$ cat config.mk
export PLATFORM = sky130hd
export DESIGN_NAME = xorshift_star_ranged_rng
export DESIGN_NICKNAME = d
export VERILOG_FILES = /design/src/rtl/xsr_pkg.sv /design/src/rtl/xorshift_star_ranged_rng.sv
export SDC_FILE = /design/constraint.sdc
export NUM_CORES = 1
export LEC_CHECK = 0
export ABC_AREA = 1
export BUFFER_PORTS_ARGS = -buffer_cell sky130_fd_sc_hd__buf_2
export CELL_PAD_IN_SITES_DETAIL_PLACEMENT = 0
export CELL_PAD_IN_SITES_GLOBAL_PLACEMENT = 1
export CORE_ASPECT_RATIO = 1.4
export CORE_MARGIN = 3
export CORE_UTILIZATION = 50
export CTS_CLUSTER_SIZE = 25
export DETAILED_ROUTE_END_ITERATION = 10
export MAX_ROUTING_LAYER = met4
export PLACE_DENSITY = 0.9
export SYNTH_ARGS = -nofsm -noshare
export SYNTH_HDL_FRONTEND = slang
export SYNTH_SLANG_ARGS = --single-unit
$ cat constraint.sdc
create_clock -name clock -period 14.1 [get_ports clock]
set_clock_uncertainty 0.15 [all_clocks]
set_input_delay 0.705 -clock clock [delete_from_list [all_inputs] [get_ports clock]]
set_output_delay 0.705 -clock clock [all_outputs]
set_load 0.01 [all_outputs]
$ cat src/rtl/xsr_pkg.sv
`timescale 1ns / 1ps
// ----------------------------------------------------------------------------
// xsr_pkg: shared definitions for the xorshift64* ranged generator
// Holds the generator constants, the request kind codes and the
// controller state encoding.
// ----------------------------------------------------------------------------
package xsr_pkg;

   // Reset value of the generator state and of the seed register. A zero
   // seed is replaced with it on reseed.
   localparam logic [63:0] GOLDEN_SEED = 64'h9E37_79B9_7F4A_7C15;

   // Output scrambling multiplier and its multiples for radix-4 digits.
   localparam logic [63:0] STAR_MULT   = 64'h2545_F491_4F6C_DD1D;
   localparam logic [63:0] STAR_MULT2  = {STAR_MULT[62:0], 1'b0};
   localparam logic [63:0] STAR_MULT3  = STAR_MULT + STAR_MULT2;

   // Xorshift step amounts.
   localparam int unsigned SHIFT_A = 13;
   localparam int unsigned SHIFT_B = 7;
   localparam int unsigned SHIFT_C = 17;

   // Width of the words handed out and number of two-bit multiply digits.
   localparam int unsigned WORD_W     = 32;
   localparam int unsigned STATE_W    = 64;
   localparam int unsigned MUL_STEPS  = STATE_W / 2;
   localparam int unsigned DIV_STEPS  = WORD_W;
   localparam int unsigned COUNT_W    = $clog2(MUL_STEPS);

   // Request kinds.
   typedef enum logic [1:0] {
      KIND_RAW    = 2'd0,
      KIND_RANGED = 2'd1,
      KIND_COIN   = 2'd2,
      KIND_RESEED = 2'd3
   } kind_type;

   // Controller states, one-hot.
   typedef enum logic [4:0] {
      ST_IDLE = 5'b00001,
      ST_STEP = 5'b00010,
      ST_MUL  = 5'b00100,
      ST_DIV  = 5'b01000,
      ST_FIN  = 5'b10000
   } state_type;

   // One xorshift64 step on the generator state.
   function automatic logic [63:0] xorshift_step(input logic [63:0] x);
      logic [63:0] t;
      t = x ^ (x << SHIFT_A);
      t = t ^ (t >> SHIFT_B);
      t = t ^ (t << SHIFT_C);
      return t;
   endfunction

endpackage

$ cat src/rtl/xorshift_star_ranged_rng.sv
`timescale 1ns / 1ps
// ----------------------------------------------------------------------------
// xorshift_star_ranged_rng: xorshift64* generator with ranged output
// Steps a 64-bit xorshift state, scrambles it with a digit-serial constant
// multiply and reduces the word into a signed range with a bit-serial
// remainder unit.
// ----------------------------------------------------------------------------
//
// Usage:
//   A request word (req_*) carries a kind and two bounds; each request gives
//   exactly one response word (rsp_*). Kind 0 returns a raw 32-bit word,
//   kind 1 a signed value within the inclusive bounds (in either order),
//   kind 2 a coin bit, and kind 3 reloads the generator from the seed
//   register (csr_*) and returns all zeros. The seed register may be written
//   whenever no request is in progress; csr_ready is always high.
//
//   Kinds 0 and 2, and kind 1 with the full 32-bit range, go through the
//   step, multiply and finish states; other kind 1 requests also go through
//   the remainder state, and a reseed goes straight to finish. The radix-4
//   multiplier is followed by the restoring remainder unit, one bit per
//   cycle. One request is worked on at a time; a new one is taken in the
//   cycle after the result moves to the output register, even while a
//   finished response still waits there.
//   If the receiver stalls, the finished result holds in the controller
//   until the output register frees up.
//   Reset loads the golden-ratio constant into state and seed register.
//
module xorshift_star_ranged_rng (
   input  logic               clock,
   input  logic               reset,
   // Request channel.
   input  logic               req_valid,
   output logic               req_ready,
   input  logic [1:0]         req_kind,
   input  logic signed [31:0] req_range_low,
   input  logic signed [31:0] req_range_high,
   // Response channel.
   output logic               rsp_valid,
   input  logic               rsp_ready,
   output logic [31:0]        rsp_raw_word,
   output logic signed [31:0] rsp_ranged_value,
   output logic               rsp_coin_bit,
   // Seed register write channel.
   input  logic               csr_valid,
   output logic               csr_ready,
   input  logic [63:0]        csr_seed_value
);
   import xsr_pkg::*;

   // Control registers.
   state_type            fsm_ff, fsm_in;
   logic [COUNT_W-1:0]   count_ff, count_in;
   logic [STATE_W-1:0]   gen_ff, gen_in;
   logic [STATE_W-1:0]   seed_ff, seed_in;
   logic                 rsp_valid_ff, rsp_valid_in;

   // Datapath registers.
   kind_type             kind_ff, kind_in;
   logic [WORD_W-1:0]    lo_ff, lo_in;
   logic [WORD_W-1:0]    hi_ff, hi_in;
   logic [WORD_W-1:0]    span_ff, span_in;
   logic [STATE_W-1:0]   mul_x_ff, mul_x_in;
   logic [STATE_W-1:0]   acc_ff, acc_in;
   logic [WORD_W-1:0]    div_q_ff, div_q_in;
   logic [WORD_W-1:0]    rem_ff, rem_in;
   logic [WORD_W-1:0]    out_raw_ff, out_raw_in;
   logic [WORD_W-1:0]    out_ranged_ff, out_ranged_in;
   logic                 out_coin_ff, out_coin_in;

   // Combinational helpers.
   logic                 req_fire;
   logic                 out_load;
   logic                 count_last;
   logic [STATE_W-1:0]   mul_digit;
   logic [WORD_W:0]      rem_shift;
   logic [WORD_W:0]      rem_trial;
   logic [WORD_W-1:0]    raw_word;

   assign req_ready  = (fsm_ff == ST_IDLE);
   assign req_fire   = req_valid & req_ready;
   assign csr_ready  = 1'b1;
   assign count_last = (count_ff == COUNT_W'(MUL_STEPS - 1));
   assign out_load   = (fsm_ff == ST_FIN) & (~rsp_valid_ff | rsp_ready);
   assign raw_word   = acc_ff[STATE_W-1 -: WORD_W];

   // Multiplier digit: the top two bits of the state pick a multiple.
   always_comb begin
      case (mul_x_ff[STATE_W-1 -: 2])
         2'd0:    mul_digit = '0;
         2'd1:    mul_digit = STAR_MULT;
         2'd2:    mul_digit = STAR_MULT2;
         2'd3:    mul_digit = STAR_MULT3;
         default: mul_digit = '0;
      endcase
   end

   // Remainder trial subtraction: bring in the next dividend bit.
   assign rem_shift = {rem_ff, div_q_ff[WORD_W-1]};
   assign rem_trial = rem_shift - {1'b0, span_ff};

   // Next-state logic for the controller and datapath.
   always_comb begin
      fsm_in        = fsm_ff;
      count_in      = count_ff;
      gen_in        = gen_ff;
      seed_in       = seed_ff;
      kind_in       = kind_ff;
      lo_in         = lo_ff;
      hi_in         = hi_ff;
      span_in       = span_ff;
      mul_x_in      = mul_x_ff;
      acc_in        = acc_ff;
      div_q_in      = div_q_ff;
      rem_in        = rem_ff;
      out_raw_in    = out_raw_ff;
      out_ranged_in = out_ranged_ff;
      out_coin_in   = out_coin_ff;

      // Seed register write.
      if (csr_valid & csr_ready) begin
         seed_in = csr_seed_value;
      end

      case (fsm_ff)
         ST_IDLE: begin
            if (req_fire) begin
               kind_in = kind_type'(req_kind);
               // Order the bounds so that lo is the smaller one.
               if (req_range_low > req_range_high) begin
                  lo_in = req_range_high;
                  hi_in = req_range_low;
               end else begin
                  lo_in = req_range_low;
                  hi_in = req_range_high;
               end
               if (kind_type'(req_kind) == KIND_RESEED) begin
                  gen_in = (seed_ff != '0) ? seed_ff : GOLDEN_SEED;
                  fsm_in = ST_FIN;
               end else begin
                  fsm_in = ST_STEP;
               end
            end
         end
         ST_STEP: begin
            // Advance the state and set up the multiply.
            gen_in   = xorshift_step(gen_ff);
            mul_x_in = xorshift_step(gen_ff);
            acc_in   = '0;
            count_in = '0;
            span_in  = hi_ff - lo_ff + WORD_W'(1);
            fsm_in   = ST_MUL;
         end
         ST_MUL: begin
            // Horner step, most significant digit first, modulo 2^64.
            acc_in   = {acc_ff[STATE_W-3:0], 2'b00} + mul_digit;
            mul_x_in = {mul_x_ff[STATE_W-3:0], 2'b00};
            count_in = count_ff + COUNT_W'(1);
            if (count_last) begin
               count_in = '0;
               div_q_in = acc_in[STATE_W-1 -: WORD_W];
               rem_in   = '0;
               if ((kind_ff == KIND_RANGED) && (span_ff != '0)) begin
                  fsm_in = ST_DIV;
               end else begin
                  fsm_in = ST_FIN;
               end
            end
         end
         ST_DIV: begin
            // Restoring remainder, one dividend bit per cycle.
            div_q_in = {div_q_ff[WORD_W-2:0], 1'b0};
            if (!rem_trial[WORD_W]) begin
               rem_in = rem_trial[WORD_W-1:0];
            end else begin
               rem_in = rem_shift[WORD_W-1:0];
            end
            count_in = count_ff + COUNT_W'(1);
            if (count_ff == COUNT_W'(DIV_STEPS - 1)) begin
               count_in = '0;
               fsm_in   = ST_FIN;
            end
         end
         ST_FIN: begin
            // Hand the result to the output register once it is free.
            if (out_load) begin
               out_raw_in    = (kind_ff == KIND_RESEED) ? '0 : raw_word;
               out_ranged_in = '0;
               out_coin_in   = 1'b0;
               if (kind_ff == KIND_RANGED) begin
                  out_ranged_in = (span_ff == '0) ? raw_word : (lo_ff + rem_ff);
               end
               if (kind_ff == KIND_COIN) begin
                  out_coin_in = raw_word[0];
               end
               fsm_in = ST_IDLE;
            end
         end
         default: begin
            fsm_in = ST_IDLE;
         end
      endcase
   end

   // Output valid: set on load, cleared when the word is taken.
   always_comb begin
      rsp_valid_in = rsp_valid_ff;
      if (out_load) begin
         rsp_valid_in = 1'b1;
      end else if (rsp_ready) begin
         rsp_valid_in = 1'b0;
      end
   end

   // Control registers with reset.
   always_ff @(posedge clock) begin
      if (reset) begin
         fsm_ff       <= ST_IDLE;
         count_ff     <= '0;
         gen_ff       <= GOLDEN_SEED;
         seed_ff      <= GOLDEN_SEED;
         rsp_valid_ff <= 1'b0;
      end else begin
         fsm_ff       <= fsm_in;
         count_ff     <= count_in;
         gen_ff       <= gen_in;
         seed_ff      <= seed_in;
         rsp_valid_ff <= rsp_valid_in;
      end
   end

   // Datapath registers.
   always_ff @(posedge clock) begin
      kind_ff       <= kind_in;
      lo_ff         <= lo_in;
      hi_ff         <= hi_in;
      span_ff       <= span_in;
      mul_x_ff      <= mul_x_in;
      acc_ff        <= acc_in;
      div_q_ff      <= div_q_in;
      rem_ff        <= rem_in;
      out_raw_ff    <= out_raw_in;
      out_ranged_ff <= out_ranged_in;
      out_coin_ff   <= out_coin_in;
   end

   // Response ports.
   assign rsp_valid        = rsp_valid_ff;
   assign rsp_raw_word     = out_raw_ff;
   assign rsp_ranged_value = out_ranged_ff;
   assign rsp_coin_bit     = out_coin_ff;

endmodule
* Word-level counts from Yosys, hierarchy flattened *
Cells that the tools add are included.

storage, ports and cells
  bits in registers = 494
  output and inout bits = 68
  word-level logic and storage cells = 90

cells by class
  magnitude comparators = 1
  equality and inequality tests = 18
  muxes and demuxes = 26
  reduce and logical (&&, ||, !) cells = 16
  bitwise gates (word level) = 7
  $add $sub $neg = 6

operators with widths
  operator                                       number
  case mux 64 bit (2 select lines)               3
  case mux 64 bit (4 select lines)               1
  two-way mux 32 bit                             6
  two-way mux 64 bit                             3
  case mux 32 bit (2 select lines)               2
  bitwise XOR 64 bit                             2
  adder 64 bit                                   1
  nonzero test 64 bit                            1
  bitwise XOR 64 x 57 -> 64 bit                  1
  two-way mux 5 bit                              7
  subtractor 33 x 32 -> 33 bit                   1
  adder 32 x 1 -> 32 bit, second input constant  1
  adder 32 bit                                   1
  > comparator 32 bit                            1
  zero test 32 bit                               1
  nonzero test 32 bit                            1
  subtractor 32 bit                              1
  case mux 5 bit (5 select lines)                1
  == test 2 bit, second input constant           5
  == test 5 bit, second input constant           2
  case mux 5 bit (2 select lines)                1
  nonzero test 2 bit                             5
  inequality test 2 bit, second input constant   3
  AND reduction 2 bit                            3
  other kinds (16)                               20

* Longest topological paths before layout *
  depth after elaboration = 5
  depth in mapped cells = 20
  mapped depth without buffers = 20

* Least setup slack after synthesis *
No wires, ideal clock.

  path type = flip-flop to flip-flop
  start = reg fsm_ff[1]
  end = reg div_q_ff[0], enable pin
  arrival = 5520 ps
  period minus slack after synthesis = 6245 ps
  cell stages (with the launch flop) = 6
  slack = 7855 ps
  buffers on the path = 2
  cells stage by stage = dfxtp_1 nor2_1 nand4_1 clkbuf_1 clkbuf_1 o21ai_0

between the ends
  word-level cells in the longest chain between the ends = 3
  elaborated cells between the ends (all ways) = 5

ends and longest elaborated chain
  item                                                                                 line                             text
  start, declared                                                                      xorshift_star_ranged_rng.sv:51   state_type fsm_ff, fsm_in;
  start signal, assigned                                                               xorshift_star_ranged_rng.sv:223  fsm_ff <= fsm_in;
  == test 5 x 3 -> 1 bit / == test 5 x 4 -> 1 bit (equally long branches)              xorshift_star_ranged_rng.sv:124  case (fsm_ff)
  inequality test 2 bit (no source line) / nonzero test 2 bit (equally long branches)  --
  AND reduction 2 bit (no source line) (*)                                             --
  end signal, assigned                                                                 xorshift_star_ranged_rng.sv:239  div_q_ff <= div_q_in;
  end, declared                                                                        xorshift_star_ranged_rng.sv:64   logic [WORD_W-1:0] div_q_ff, div_q_in;

Mark *: on every way between the ends. The rest lies on a longest branch, timed or not.
A chain may end at the register's enable or synchronous reset.

* Worst setup path in the final report *
  start = reg mul_x_ff[62]
  end = reg div_q_ff[21] (data pin)

between the ends
  word-level cells in the longest chain between the ends = 5
  elaborated cells between the ends (all ways) = 8

ends and longest elaborated chain
  item                                   line                             text
  start, declared                        xorshift_star_ranged_rng.sv:62   logic [STATE_W-1:0] mul_x_ff, mul_x_in;
  start signal, assigned                 xorshift_star_ranged_rng.sv:237  mul_x_ff <= mul_x_in;
  == test 2 bit (tied with other cells)  xorshift_star_ranged_rng.sv:88   case (mul_x_ff[STATE_W-1 -: 2])
  case mux 64 bit (4 select lines) (*)   xorshift_star_ranged_rng.sv:88
  adder 64 bit (*)                       xorshift_star_ranged_rng.sv:155  acc_in = {acc_ff[STATE_W-3:0], 2'b00} + mul_digit;
  two-way mux 32 bit (*)                 xorshift_star_ranged_rng.sv:158  if (count_last) begin
  case mux 32 bit (2 select lines) (*)   xorshift_star_ranged_rng.sv:124
  via div_q_in[21]                       xorshift_star_ranged_rng.sv:64

Mark *: on every way through the listed nets, which the timed path passes. The rest lies on a longest branch. The select of a mux whose other input is x is not followed.

==> results.md <==
- Synthesized Nets: 4,674
- Placed Area: 34,700 um2
- CTS Buf Count: 52
- WS Path Type: reg -> reg
- Final setup fails: 0
- CTS tree: done
- Period minus WS final: 3.90 ns
- Global-route wire length before repair: 156,000 um
- Routed vias: 29,400
- Slew @ Worst Pin: 1.10 ns
- Final setup margin: 10.20 ns
- Worst Setup End Kind: register
- Unrepaired setup endpoints after global routing: no
- CTS resizes: 0
- Non-filler instance count after layout: 5,354
- Post-Place Cells: 5,260
- Critical R2R Capture: div_q_ff[21]
- Core Area: 64,800 um2
- Worst path slowest cell: ha_1
- Slew Limit Fails: 0
- Gr usage total: 0.294
- Commonest cells in the netlist: nand2_1, nor2_1, inv_1
- Reg clk slew, reported paths: 0.07 ns
- Post-synth EDFFs: 355
- Setup WS pre-CTS: 9.96 ns
- H-tree depth: 2
- Initial core utilization: 0.510
- Fmax achieved: 0.256 GHz
- Peak VDD IR: 0.121 mV
- Clk_lat worst skew: 0.64 ns
- ANT nets after route: 0
- CP required: 14.31 ns
- Async set-reset flop share out of synthesis: 0
- Post-Route Utilization: 0.562
- Synthesized cell area: 33,000 um2
- Status: complete, no violations
- Drt pass-1 iters: 6
- Wire per inst: 18.8 um
- Number of port buffers: 201
- Initial antenna violation count: 0
- Most common cell in the synthesized netlist: nand2_1
- CP max FO: 17
- WHS Path Cells: 1
- Via-to-Cell Ratio: 5.50
- Avg Cell Area, Syn: 7.63 um2
- Synth Register Bits: 494
- Post-synthesis sequential area ratio: 0.407
- Clock buffer depth: 3
- Pwr Total: 4.84 mW
- P_leak: 16.2 nW
- Die area: 69,200 um2
- Warnings from Yosys: 0
- Worst Reg-to-Reg Cells: 18
- # rows: 110
- Routability Congestion: 0.961
- # fillers: 6,207
- Fin. Hold Viols: 0
- Hold_sp: req_kind[0]
- Fin area: 36,400 um2
- Slew margin rel.: 0.266
- Synth area leaders: edfxtp_1, nand2_1, dfxtp_1
- Horiz. Die Dim: 223 um
- Setup bufs post-CTS: 0
- Synthesized instance count: 4,329
- Worst path max stage delay: 0.54 ns
- Synth cell types: 55
- CP Cell Sequence: buf_4, inv_1, ha_1, inv_2, nand2_8, nand2_4, nand2_1, nand4_1, inv_1, nand2_1, nor2_1, nand2_1, nand3_1, nand3_1, nand2_1, nand2_1, nand3_1, nand2_1
- Setup TNS: 0 ns
- Final period util: 0.277
- Hold Path Sink: kind_ff[0]
- First DRT Iteration DRCs: 2,133
- Max Cap Viol: 0
- Startpoint type of the worst setup path: register
- GRT overflow: 0
- Final layout net count: 4,819
- R2r setup slk: 10.20 ns
- Share of cells above drive strength 1: 0.0846
- Most frequent CP cell: nand2_1
- Clock Sinks: 494
- Largest net degree at the start of global routing: 99
- # hold bufs at CTS: 0
- Critical path arrival: 4.11 ns
- Vias in the first global route: 28,600
- Power per cell area: 133 nW/um2
- Ys flop type: edfxtp_1
- Drt total wl: 101,000 um
- Min-Delay Path Class: in -> reg
- Clk root buf: clkbuf_16
- Min Hold Slack: 0.113 ns
- Synth area leader: edfxtp_1
- Top cell type's share of synthesized area: 0.323
- Chip height: 310 um
- Io pins: 203
- # DRC: 0
- Area Growth Syn to Fin: 10.3%
- Reg2reg start: mul_x_ff[62]
- HPWL after detailed placement: 78,800 um
## cells in the final DEF, fill, tap and decap left out, types with 7 or more instances in the layout
cell and count:
clkbuf_1 11, nor2_1 463, o21bai_1 18, nand2_2 21, nor3_1 34, nor2_2 19, buf_2 201, nor4_1 28
a21boi_0 7, inv_2 9, nand3b_1 11, clkbuf_16 52, nand2_1 1124, ha_1 206, nand3_1 247, dfxtp_1 139
a31oi_1 11, xor2_1 89, o211ai_1 12, a21oi_1 303, o21ai_1 18, inv_1 461, nand3_2 7, a21o_1 21
nand4_1 111, o21a_1 10, buf_4 22, clkinv_2 11, o21ai_0 289, xnor2_1 136, edfxtp_1 355
## worst max path at each step
stage	start	end
2_1_floorplan	fsm_ff[1]	div_q_ff[0]
3_3_place_gp	req_range_high[31]	hi_ff[27]
3_5_place_dp	req_range_high[31]	hi_ff[3]
4_1_cts	mul_x_ff[62]	div_q_ff[21]
5_1_grt	mul_x_ff[62]	div_q_ff[21]
6_report	mul_x_ff[62]	div_q_ff[21]
## power breakdown
group          leakage, nW  total, mW  switching (mW)  internal [mW]
Combinational         11.1       1.58            1.04          0.542
Clock                0.825       1.40           0.611          0.788
Sequential            4.35       1.86          0.0970           1.76
Total                 16.2       4.84            1.75           3.09
## final cells by class
type | instances | area (um2) | area share
antenna | 1 | 2.50 | 0.0000687
clock buffer | 66 | 1380 | 0.0377
clock inverter | 27 | 334 | 0.00917
inverter | 474 | 1790 | 0.0490
multi-input combinational | 3229 | 17300 | 0.474
sequential | 494 | 13400 | 0.369
tap | 840 | 1050 | 0.0288
timing repair buffer | 223 | 1170 | 0.0321
## registers in the layout, indices dropped and copies added (netlist names)
signal,count
rsp_coin_bit,1
acc_ff,64
fsm_ff,5
rsp_raw_word,32
hi_ff,32
seed_ff,64
mul_x_ff,64
span_ff,32
kind_ff,2
gen_ff,64
rsp_valid,1
count_ff,5
div_q_ff,32
lo_ff,32
rsp_ranged_value,32
rem_ff,32
## critical path: cells and delay by family (launching register included)
kind | cells | cell delay [ns]
simple gates | 13 | 1.91
buf+inv | 4 | 0.63
fa+ha+maj | 1 | 0.54
flops | 1 | 0.37
## cells by family after synthesis
logic type / share of synthesized area
flip-flops: 0.407
buffers and inverters: 0.0713
other: 0.000114
adder cells (fa/ha/maj): 0.0805
AND/OR/NAND/NOR: 0.267
AO/OA/AOI/OAI: 0.114
XOR/XNOR: 0.0597
## per-layer routing
metal,vias to the layer above,track usage,wire length [um]
li1,14700,-,-
met1,13600,0.362,42000
met2,884,0.494,49000
met3,214,0.0282,4910
met4,0,0.131,4920
met5,-,-,0
(Power assumes the default switching activity.)
